===== config.mk =====
export PLATFORM = sky130hd
export DESIGN_NAME = i2c_master_transaction_engine_core
export DESIGN_NICKNAME = d
export VERILOG_FILES = /design/src/sv/i2cmte_pkg.sv /design/src/sv/i2cmte_engine.sv /design/src/sv/i2c_master_transaction_engine_core.sv
export SDC_FILE = /design/constraint.sdc
export NUM_CORES = 1
export LEC_CHECK = 0
export ABC_AREA = 1
export BUFFER_PORTS_ARGS = -buffer_cell sky130_fd_sc_hd__buf_2
export CORE_MARGIN = 3
export CORE_UTILIZATION = 39
export CTS_CLUSTER_SIZE = 16
export DETAILED_ROUTE_END_ITERATION = 7
export PLACE_DENSITY = 0.59
export SLEW_MARGIN = 10
export SYNTH_ARGS = -nofsm -noshare
export SYNTH_HDL_FRONTEND = slang
export SYNTH_HIERARCHICAL = 1
export SYNTH_SLANG_ARGS = --single-unit

===== constraint.sdc =====
create_clock -name clk -period 6.15 [get_ports clk]
set_input_delay 0.615 -clock clk [delete_from_list [all_inputs] [get_ports clk]]
set_output_delay 0.615 -clock clk [all_outputs]
set_load 0.005 [all_outputs]

===== src/sv/i2cmte_pkg.sv =====
// Shared types, constants and a helper function for the I2C master transaction engine.
// No dependencies; every other file in the sv folder imports this package.
package i2cmte_pkg;

	// Width of the half-bit tick counter and of the wait configuration registers.
	localparam int WAIT_COUNT_BITS = 10;
	localparam int CFG_WAIT_BITS   = 10;
	localparam logic [WAIT_COUNT_BITS-1:0] WAIT_MAX = '1;

	// Width of the configuration register index and of the configuration data.
	localparam int CFG_INDEX_BITS = 2;
	localparam int CFG_DATA_BITS  = CFG_WAIT_BITS;

	typedef logic [WAIT_COUNT_BITS-1:0] wait_t;
	typedef logic [CFG_WAIT_BITS-1:0]   cfg_wait_t;

	typedef enum logic [CFG_INDEX_BITS-1:0] {
		REG_LOW_WAIT  = 2'd0,
		REG_HIGH_WAIT = 2'd1,
		REG_FAST_MODE = 2'd2
	} cfg_reg_t;

	// Reset values of the configuration registers.
	localparam cfg_wait_t LOW_WAIT_RESET  = 10'd5;
	localparam cfg_wait_t HIGH_WAIT_RESET = 10'd4;

	// Transfer status codes.
	localparam logic [1:0] STATUS_OK        = 2'd0;
	localparam logic [1:0] STATUS_NACK_ADDR = 2'd1;
	localparam logic [1:0] STATUS_NACK_DATA = 2'd2;

	// Shift register fill patterns: all ones releases SDA, all zeros answers ACK.
	localparam logic [7:0] SHIFT_ONES  = 8'hFF;
	localparam logic [7:0] SHIFT_ZEROS = 8'h00;

	// Number of bits in a data slot and in an acknowledge slot.
	localparam logic [3:0] DATA_SLOT_BITS = 4'd8;
	localparam logic [3:0] ACK_SLOT_BITS  = 4'd1;

	typedef enum logic [3:0] {
		PH_IDLE        = 4'd0,
		PH_IDLE_HELD   = 4'd1,
		PH_START_SCL   = 4'd2,
		PH_START_SETUP = 4'd3,
		PH_START_HOLD  = 4'd4,
		PH_BIT_LOW     = 4'd5,
		PH_BIT_SCL     = 4'd6,
		PH_BIT_HIGH    = 4'd7,
		PH_SLOT_TAIL   = 4'd8,
		PH_STOP_SCL    = 4'd9,
		PH_STOP_HOLD   = 4'd10,
		PH_STOP_FREE   = 4'd11
	} phase_t;

	typedef struct packed {
		cfg_wait_t low_wait_ticks;
		cfg_wait_t high_wait_ticks;
		logic      fast_mode;
	} cfg_t;

	typedef struct packed {
		logic       command;
		logic [6:0] target_address;
		logic       read_not_write;
		logic [7:0] byte_count;
		logic [7:0] write_byte;
		logic       scl_in;
		logic       sda_in;
	} item_t;

	typedef struct packed {
		logic       scl_low;
		logic       sda_low;
		logic       busy_res;
		logic       write_taken;
		logic [7:0] read_data;
		logic       read_valid;
		logic       done_res;
		logic [1:0] status;
	} result_t;

	// A wait register of zero counts as one tick; values beyond the counter saturate.
	function automatic wait_t eff_wait(input cfg_wait_t v);
		logic [31:0] r;
		r = (v == '0) ? 32'd1 : 32'(v);
		if (r > 32'(WAIT_MAX)) begin
			r = 32'(WAIT_MAX);
		end
		return r[WAIT_COUNT_BITS-1:0];
	endfunction

endpackage


===== src/sv/i2cmte_engine.sv =====
// Bus sequencer of the I2C master transaction engine: phase state machine, tick counter,
// shift register and byte bookkeeping, advanced by one tick per step. Depends on i2cmte_pkg.
module i2cmte_engine (
	input  logic              clk,
	input  logic              arst_n,
	input  logic              step,
	input  i2cmte_pkg::item_t item,
	input  i2cmte_pkg::cfg_t  cfg,
	output i2cmte_pkg::result_t res
);
	import i2cmte_pkg::*;

	phase_t     phase_q, phase_n;
	wait_t      wait_q, wait_n;
	logic [7:0] shift_q, shift_n;
	logic [3:0] bit_q, bit_n;
	logic [7:0] bytes_q, bytes_n;
	logic       addr_ph_q, addr_ph_n;
	logic       wmode_q, wmode_n;
	logic [1:0] status_q, status_n;
	logic       ack_q, ack_n;

	logic       taken, rvalid, done;
	logic [7:0] rdata;
	logic [7:0] bytes_dec;
	logic [3:0] bit_inc;

	wait_t                  eff_low, eff_high, eff_sel, wait_adv;
	logic [WAIT_COUNT_BITS:0] wait_inc;
	logic                   over;
	logic                   drive;

	assign eff_low  = eff_wait(cfg.low_wait_ticks);
	assign eff_high = eff_wait(cfg.high_wait_ticks);

	// Pick the wait length that applies to the current phase.
	always_comb begin
		case (phase_q)
			PH_START_SETUP: eff_sel = cfg.fast_mode ? eff_high : eff_low;
			PH_START_HOLD, PH_BIT_HIGH, PH_STOP_HOLD: eff_sel = eff_high;
			default: eff_sel = eff_low;
		endcase
	end

	assign wait_inc  = {1'b0, wait_q} + 1'b1;
	assign over      = wait_inc >= {1'b0, eff_sel};
	assign wait_adv  = over ? '0 : wait_inc[WAIT_COUNT_BITS-1:0];
	assign bytes_dec = bytes_q - 8'd1;
	assign bit_inc   = bit_q + 4'd1;

	// Next state.
	always_comb begin
		phase_n   = phase_q;
		wait_n    = wait_q;
		shift_n   = shift_q;
		bit_n     = bit_q;
		bytes_n   = bytes_q;
		addr_ph_n = addr_ph_q;
		wmode_n   = wmode_q;
		status_n  = status_q;
		ack_n     = ack_q;
		taken     = 1'b0;
		rvalid    = 1'b0;
		rdata     = 8'd0;
		done      = 1'b0;
		case (phase_q)
			PH_IDLE, PH_IDLE_HELD: begin
				if (item.command) begin
					shift_n   = {item.target_address, item.read_not_write};
					wmode_n   = !item.read_not_write;
					bytes_n   = item.byte_count;
					addr_ph_n = 1'b1;
					ack_n     = 1'b0;
					bit_n     = 4'd0;
					wait_n    = '0;
					phase_n   = PH_START_SCL;
				end
			end
			PH_START_SCL: begin
				if (item.scl_in) begin
					wait_n  = '0;
					phase_n = PH_START_SETUP;
				end
			end
			PH_START_SETUP: begin
				wait_n = wait_adv;
				if (over) begin
					phase_n = PH_START_HOLD;
				end
			end
			PH_START_HOLD: begin
				wait_n = wait_adv;
				if (over) begin
					ack_n   = 1'b0;
					bit_n   = 4'd0;
					phase_n = PH_BIT_LOW;
				end
			end
			PH_BIT_LOW: begin
				wait_n = wait_adv;
				if (over) begin
					phase_n = PH_BIT_SCL;
				end
			end
			PH_BIT_SCL: begin
				if (item.scl_in) begin
					wait_n  = '0;
					phase_n = PH_BIT_HIGH;
				end
			end
			PH_BIT_HIGH: begin
				wait_n = wait_adv;
				if (over) begin
					// Data is sampled on the last tick of the high half.
					shift_n = {shift_q[6:0], item.sda_in};
					bit_n   = bit_inc;
					phase_n = (bit_inc >= (ack_q ? ACK_SLOT_BITS : DATA_SLOT_BITS)) ?
						PH_SLOT_TAIL : PH_BIT_LOW;
				end
			end
			PH_SLOT_TAIL: begin
				wait_n = wait_adv;
				if (over) begin
					if (!ack_q) begin
						// End of a byte: move to its acknowledge slot.
						ack_n   = 1'b1;
						bit_n   = 4'd0;
						phase_n = PH_BIT_LOW;
						if (!addr_ph_q && !wmode_q) begin
							rdata   = shift_q;
							rvalid  = 1'b1;
							bytes_n = bytes_dec;
							// The last read byte is answered with NACK.
							shift_n = (bytes_dec == 8'd0) ? SHIFT_ONES : SHIFT_ZEROS;
						end else begin
							shift_n = SHIFT_ONES;
						end
					end else if (addr_ph_q || wmode_q) begin
						if (shift_q[0]) begin
							// Target did not acknowledge: abort with SCL held low.
							status_n = addr_ph_q ? STATUS_NACK_ADDR : STATUS_NACK_DATA;
							done     = 1'b1;
							phase_n  = PH_IDLE_HELD;
						end else begin
							addr_ph_n = 1'b0;
							if (bytes_q == 8'd0) begin
								phase_n = PH_STOP_SCL;
							end else begin
								ack_n   = 1'b0;
								bit_n   = 4'd0;
								phase_n = PH_BIT_LOW;
								if (wmode_q) begin
									taken   = 1'b1;
									bytes_n = bytes_dec;
									shift_n = item.write_byte;
								end else begin
									shift_n = SHIFT_ONES;
								end
							end
						end
					end else begin
						if (bytes_q == 8'd0) begin
							phase_n = PH_STOP_SCL;
						end else begin
							ack_n   = 1'b0;
							bit_n   = 4'd0;
							shift_n = SHIFT_ONES;
							phase_n = PH_BIT_LOW;
						end
					end
				end
			end
			PH_STOP_SCL: begin
				if (item.scl_in) begin
					wait_n  = '0;
					phase_n = PH_STOP_HOLD;
				end
			end
			PH_STOP_HOLD: begin
				wait_n = wait_adv;
				if (over) begin
					phase_n = PH_STOP_FREE;
				end
			end
			PH_STOP_FREE: begin
				wait_n = wait_adv;
				if (over) begin
					status_n = STATUS_OK;
					done     = 1'b1;
					phase_n  = PH_IDLE;
				end
			end
			default: begin
				phase_n = PH_IDLE;
			end
		endcase
	end

	// Line drivers and result fields, taken from the state after this tick.
	assign drive = (ack_n ? (!addr_ph_n && !wmode_n) : (addr_ph_n || wmode_n)) && !shift_n[7];

	always_comb begin
		res             = '0;
		res.write_taken = taken;
		res.read_data   = rdata;
		res.read_valid  = rvalid;
		res.done_res    = done;
		res.status      = status_n;
		res.busy_res    = (phase_n != PH_IDLE) && (phase_n != PH_IDLE_HELD);
		case (phase_n)
			PH_IDLE_HELD: begin
				res.scl_low = 1'b1;
				res.sda_low = 1'b0;
			end
			PH_START_HOLD, PH_STOP_SCL, PH_STOP_HOLD: begin
				res.scl_low = 1'b0;
				res.sda_low = 1'b1;
			end
			PH_BIT_LOW: begin
				res.scl_low = 1'b1;
				res.sda_low = drive;
			end
			PH_BIT_SCL, PH_BIT_HIGH: begin
				res.scl_low = 1'b0;
				res.sda_low = drive;
			end
			PH_SLOT_TAIL: begin
				res.scl_low = 1'b1;
				res.sda_low = 1'b0;
			end
			default: begin
				res.scl_low = 1'b0;
				res.sda_low = 1'b0;
			end
		endcase
	end

	always_ff @(posedge clk or negedge arst_n) begin
		if (!arst_n) begin
			phase_q   <= PH_IDLE;
			wait_q    <= '0;
			shift_q   <= SHIFT_ONES;
			bit_q     <= 4'd0;
			bytes_q   <= 8'd0;
			addr_ph_q <= 1'b0;
			wmode_q   <= 1'b0;
			status_q  <= STATUS_OK;
			ack_q     <= 1'b0;
		end else if (step) begin
			phase_q   <= phase_n;
			wait_q    <= wait_n;
			shift_q   <= shift_n;
			bit_q     <= bit_n;
			bytes_q   <= bytes_n;
			addr_ph_q <= addr_ph_n;
			wmode_q   <= wmode_n;
			status_q  <= status_n;
			ack_q     <= ack_n;
		end
	end

`ifndef SYNTH
	a_bit_range: assert property (@(posedge clk) disable iff (!arst_n)
		bit_q <= DATA_SLOT_BITS)
		else $error("bit counter beyond a byte");
	a_ack_bits: assert property (@(posedge clk) disable iff (!arst_n)
		ack_q |-> bit_q <= ACK_SLOT_BITS)
		else $error("acknowledge slot holds more than one bit");
	a_idle_wait: assert property (@(posedge clk) disable iff (!arst_n)
		(phase_q == PH_IDLE || phase_q == PH_IDLE_HELD) |-> wait_q == '0)
		else $error("tick counter not cleared in idle");
`endif

endmodule


===== src/sv/i2c_master_transaction_engine_core.sv =====
// Top level of the I2C master transaction engine: input stage, configuration registers,
// sequencer instance and result register. Depends on i2cmte_pkg and i2cmte_engine.
//
// Usage: every item on the input channel is one system tick. It carries the sampled SCL
// and SDA levels, a start command with address, direction and byte count, and the next
// byte to write. Every accepted item yields exactly one result item on the output
// channel: the SCL and SDA pull-down enables, busy, write_taken, a received byte with its
// valid flag, and done with the status of the last finished transfer.
// Both channels use valid and stall; an item moves at a clock edge with valid high and
// stall low. The result of an item passes through the input register and then the
// result register before it shows on the output, and the block takes one item every
// cycle while the receiver does not stall: the input register feeds the sequencer, whose
// next state and result are formed in one pass and land in the result register.
// When the receiver stalls, the held result stays put while one more item is taken into
// the input register; after that in_stall rises until the result is taken.
// The configuration port writes low_wait_ticks (index 0), high_wait_ticks (index 1) and
// fast_mode (index 2) on any edge with cfg_write_en high; other indexes are ignored.
// Reset (arst_n low, asynchronous) empties both stages, returns the sequencer to idle with
// both lines released, and loads the wait registers with 5 and 4 ticks and fast_mode 0.
module i2c_master_transaction_engine_core (
	input  logic                                   clk,
	input  logic                                   arst_n,
	input  logic                                   in_valid,
	output logic                                   in_stall,
	input  logic                                   command,
	input  logic [6:0]                             target_address,
	input  logic                                   read_not_write,
	input  logic [7:0]                             byte_count,
	input  logic [7:0]                             write_byte,
	input  logic                                   scl_in,
	input  logic                                   sda_in,
	output logic                                   out_valid,
	input  logic                                   out_stall,
	output logic                                   scl_low,
	output logic                                   sda_low,
	output logic                                   busy_res,
	output logic                                   write_taken,
	output logic [7:0]                             read_data,
	output logic                                   read_valid,
	output logic                                   done_res,
	output logic [1:0]                             status,
	input  logic                                   cfg_write_en,
	input  logic [i2cmte_pkg::CFG_INDEX_BITS-1:0]  cfg_index,
	input  logic [i2cmte_pkg::CFG_DATA_BITS-1:0]   cfg_data
);
	import i2cmte_pkg::*;

	cfg_t    cfg_q;
	item_t   item_s1;
	logic    vld_s1;
	result_t res_s2;
	logic    vld_s2;
	result_t res_next;
	logic    accept;
	logic    adv_s1;

	// The input stage moves on whenever the result register is empty or being emptied.
	assign adv_s1   = vld_s1 && (!vld_s2 || !out_stall);
	assign in_stall = vld_s1 && vld_s2 && out_stall;
	assign accept   = in_valid && !in_stall;

	always_ff @(posedge clk or negedge arst_n) begin
		if (!arst_n) begin
			cfg_q.low_wait_ticks  <= LOW_WAIT_RESET;
			cfg_q.high_wait_ticks <= HIGH_WAIT_RESET;
			cfg_q.fast_mode       <= 1'b0;
		end else if (cfg_write_en) begin
			case (cfg_index)
				REG_LOW_WAIT:  cfg_q.low_wait_ticks  <= cfg_data[CFG_WAIT_BITS-1:0];
				REG_HIGH_WAIT: cfg_q.high_wait_ticks <= cfg_data[CFG_WAIT_BITS-1:0];
				REG_FAST_MODE: cfg_q.fast_mode       <= cfg_data[0];
				default: ;
			endcase
		end
	end

	// Input stage.
	always_ff @(posedge clk or negedge arst_n) begin
		if (!arst_n) begin
			vld_s1 <= 1'b0;
		end else if (accept) begin
			vld_s1 <= 1'b1;
		end else if (adv_s1) begin
			vld_s1 <= 1'b0;
		end
	end

	always_ff @(posedge clk) begin
		if (accept) begin
			item_s1.command        <= command;
			item_s1.target_address <= target_address;
			item_s1.read_not_write <= read_not_write;
			item_s1.byte_count     <= byte_count;
			item_s1.write_byte     <= write_byte;
			item_s1.scl_in         <= scl_in;
			item_s1.sda_in         <= sda_in;
		end
	end

	i2cmte_engine u_engine (
		.clk    (clk),
		.arst_n (arst_n),
		.step   (adv_s1),
		.item   (item_s1),
		.cfg    (cfg_q),
		.res    (res_next)
	);

	// Result register.
	always_ff @(posedge clk or negedge arst_n) begin
		if (!arst_n) begin
			vld_s2 <= 1'b0;
		end else if (adv_s1) begin
			vld_s2 <= 1'b1;
		end else if (!out_stall) begin
			vld_s2 <= 1'b0;
		end
	end

	always_ff @(posedge clk) begin
		if (adv_s1) begin
			res_s2 <= res_next;
		end
	end

	assign out_valid   = vld_s2;
	assign scl_low     = res_s2.scl_low;
	assign sda_low     = res_s2.sda_low;
	assign busy_res    = res_s2.busy_res;
	assign write_taken = res_s2.write_taken;
	assign read_data   = res_s2.read_data;
	assign read_valid  = res_s2.read_valid;
	assign done_res    = res_s2.done_res;
	assign status      = res_s2.status;

`ifndef SYNTH
	a_stall_cause: assert property (@(posedge clk) disable iff (!arst_n)
		in_stall |-> (out_valid && out_stall))
		else $error("input stalled without a blocked result");
	a_done_idle: assert property (@(posedge clk) disable iff (!arst_n)
		out_valid |-> !(done_res && busy_res))
		else $error("transfer reported done while still busy");
	a_data_busy: assert property (@(posedge clk) disable iff (!arst_n)
		(out_valid && (write_taken || read_valid)) |-> busy_res)
		else $error("data byte moved outside a transfer");
`endif

endmodule


==> results.yml <==
place:
  io_buffers: 61
  placed_cell_area_mm2: 0.006430
  dpl.cell_count: 925
  gp_congestion: 0.9408
  hpwl_um: 10080
timing:
  slew_headroom_pct: 28.97
  slew_viol_final: 0
  fin_crit_ns: 3.802
  max_freq_mhz: 263.1
  setup_viol: 0
  fin_skew_ns: 0.006248
  fin_crit_sh_pct: 61.81
  worstMarginPinSlew_ns: 1.064
  tns_ns: 0
  rsz0062_at_grt: "no"
  hold_viol: 0
drt:
  wl_met1_um: 6739
  wl_met2_um: 6050
  vias: 4798
  wl_met3_um: 671
  drc: 0
  firstDrtPassIters: 5
  antenna_left: 0
  drtIter0Drc: 275
  viasPerCell: 5.099
  topRoutingLayerUsed: "met4"
  drt-wirelength-per-cell_um: 14.51
  wirelength_um: 13660
worst_setup_path:
  critical_path.most_common_cell: "nand2_1"
  max_stage_delay_ns: 0.55
  cp.required_ns: 6.42
  r2r_cells: 20
  crit_fanout: 20
  r2r_slack_ns: 2.35
  crit_start: "u_engine/phase_q[1]"
  arrival_ns: 4.07
  crit_slowest_cell: "dfrtp_1"
  crit_path_end_kind: "flop"
  timing.rr.start: "u_engine/phase_q[1]"
  path_class: "reg2reg"
  r2r-end: "u_engine/shift_q[1]"
  cp-start-kind: "flop"
  worstSetupEndpoint: "u_engine/shift_q[1]"
  path_cells: "nand2_2 > nor2_1 > nand2_1 > nand3b_2 > mux2_2 > inv_1 > ha_1 > nand2_1 > nand2_1 > a21oi_1 > nand2_1 > nor2_2 > nand2_4 > inv_4 > o21ai_2 > nand2_2 > nor2_2 > inv_2 > nor2_1 > a22oi_1"
finish:
  drive_gt1_share_pct: 22.46
  layout_common_cells: "nand2_1 (171), inv_1 (73), buf_2 (61)"
  fill_cells: 1460
  final_cell_count_no_fill: 941
  final_common_cell: "nand2_1"
  nNetsFinal: 812
  antenna-diode-count: 0
  final_area_mm2: 0.006729
  syn_to_final_growth_pct: 11.30
grt:
  antenna_found_initial: 0
  grtUsageTotal_pct: 16.67
  overflow: 0
  grt_max_degree: 63
  grt_pass1_vias: 4481
  grt_pass1_wl_um: 22580
die:
  die_h_um: 130.5
  die_w_um: 130.5
  rows: 44
  start_util_pct: 40.67
  ios: 62
  core_mm2: 0.01486
  dieArea_mm2: 0.01703
job:
  cap_violations: 0
logic_synthesis:
  synth_area_mm2: 0.006046
  syn_nets: 756
  seq_area_frac_synth_pct: 47.25
  synthArstFlopShare_pct: 59.05
  synth_largest_area_cell: "edfxtp_1"
  synthDistinctLibCells: 50
  ys_seq_elements: 105
  ys_top_cells_by_area: "edfxtp_1 (21%), dfrtp_1 (21%), nand2_1 (11%), dfstp_2 (4.8%), inv_1 (4.5%)"
  synth_ff_type: "dfrtp_1"
  synthCells: 696
  synth_warnings: 6
  synth_top_area_share_pct: 21.36
  synth_enable_flop_cells: 43
  avgSynthCellArea_um2: 8.686
pwr:
  irDropWorstVdd_mv: 0.1605
  power_leakage_nw: 3.145
  powerDensity_mw_per_mm2: 353.0
cts:
  clkTransAtPathRegs_ns: 0.07
  post_cts_buffers: 0
  clkSinkCount: 105
  clkLatencyLatePin_ns: 0.35
  cts_root_buffer: "clkbuf_16"
  cts_tree: "yes"
  post_cts_resized: 0
  cts_buffers: 9
  cts.hold.buffers_added: 0
  htree_levels: 3
  cts_max_path_buffers: 2
worst_hold_path:
  hold_path.class: "in2reg"
run_status:
  outcome: "finished, final reports clean"
[state kept, by name, summed over array words and instances, names as in the netlist, 2 cells and up]
name / count
item_s1: 27
cfg_q: 21
u_engine/bytes_q: 8
u_engine/phase_q: 4
u_engine/status_q: 2
u_engine/shift_q: 8
read_data: 8
u_engine/wait_q: 10
status: 2
u_engine/bit_q: 4
[area by class of cell]
type	instances	area [µm²]	share of cell area [%]
tap	184	230.2	3.421
clock buffer	15	290.3	4.314
sequential	105	2856	42.45
inverter	88	335.3	4.983
multi-input combinational	485	2688	39.94
timing repair buffer	63	320.3	4.760
clock inverter	1	8.758	0.1302
[per-stage QoR]
step | power (mW) | hold WS (ns) | utilization (%) | setup slack (ns)
after floorplan | 1.606 | 0.3194 | - | 2.951
after global placement | 1.797 | 0.4623 | 43.26 | 2.451
after global routing | 2.543 | 0.4196 | 45.27 | 2.068
after CTS | 2.391 | 0.4160 | 45.27 | 2.390
after detailed placement | 1.804 | 0.4661 | 43.26 | 2.410
final | 2.375 | 0.4334 | 45.27 | 2.348
[worst min path at each step]
| stage | start | endpoint | slack [ns] | depth (start not counted) |
|---|---|---|---|---|
| finish | byte_count[1] | item_s1[11] | 0.43 | 1 |
| global route | byte_count[3] | item_s1[13] | 0.42 | 1 |
| CTS | byte_count[1] | item_s1[11] | 0.42 | 1 |
| detailed placement | u_engine/status_q[0] | u_engine/status_q[0] | 0.47 | 2 |
| global placement | u_engine/shift_q[5] | u_engine/shift_q[5] | 0.46 | 2 |
| floorplan | arst_n | cfg_q[0] | 0.32 | 0 |
[kinds of logic (layout without fill, tap and decap cells)]
logic type | Yosys count | count (layout) | synth area share, %
AND/OR/NAND/NOR | 356 | 356 | 28.85
buffers and inverters | 106 | 167 | 8.340
flip-flops | 105 | 105 | 47.25
AO/OA/AOI/OAI | 100 | 100 | 10.18
adder cells (fa/ha/maj) | 16 | 16 | 3.311
XOR/XNOR | 8 | 8 | 1.159
multiplexers | 5 | 5 | 0.9105
[per-layer routing]
layer | up-vias | track usage [%]
li1 | 2423 | -
met2 | 125 | 24.89
met3 | 14 | 2.927
met1 | 2236 | 24.47
met4 | 0 | 5.747
met5 | - | 0
[synthesized netlist by cell type (7+ instances only)]
| cell | n |
|---|---|
| nand2_1 | 171 |
| inv_1 | 73 |
| nor2_1 | 61 |
| dfrtp_1 | 51 |
| nand3_1 | 44 |
| edfxtp_1 | 43 |
| o21ai_0 | 41 |
| ha_1 | 16 |
| nand4_1 | 16 |
| a21oi_1 | 14 |
| nand2_2 | 14 |
| inv_2 | 13 |
| nor2_2 | 12 |
| o21ai_1 | 12 |
| dfstp_2 | 11 |
| a22oi_1 | 9 |
| nand2_4 | 8 |
| nand3_2 | 8 |
| buf_4 | 7 |
| xor2_1 | 7 |
[worst max-delay path: cells and delay by family, from the launching register on]
family          cells  cell delay, ns
compound gates      3            0.37
simple gates       12            1.75
buf+inv             3            0.44
fa+ha+maj           1            0.23
mux                 1            0.37
flops               1            0.55
[power breakdown]
| part | switching [mW] | leakage [nW] | total, mW | internal, mW |
|---|---|---|---|---|
| Clock | 0.249 | 0.145 | 0.576 | 0.326 |
| Sequential | 0.0927 | 1.19 | 0.964 | 0.871 |
| Combinational | 0.569 | 1.81 | 0.835 | 0.266 |
| Total | 0.911 | 3.15 | 2.38 | 1.46 |
(Power assumes the default switching activity.)
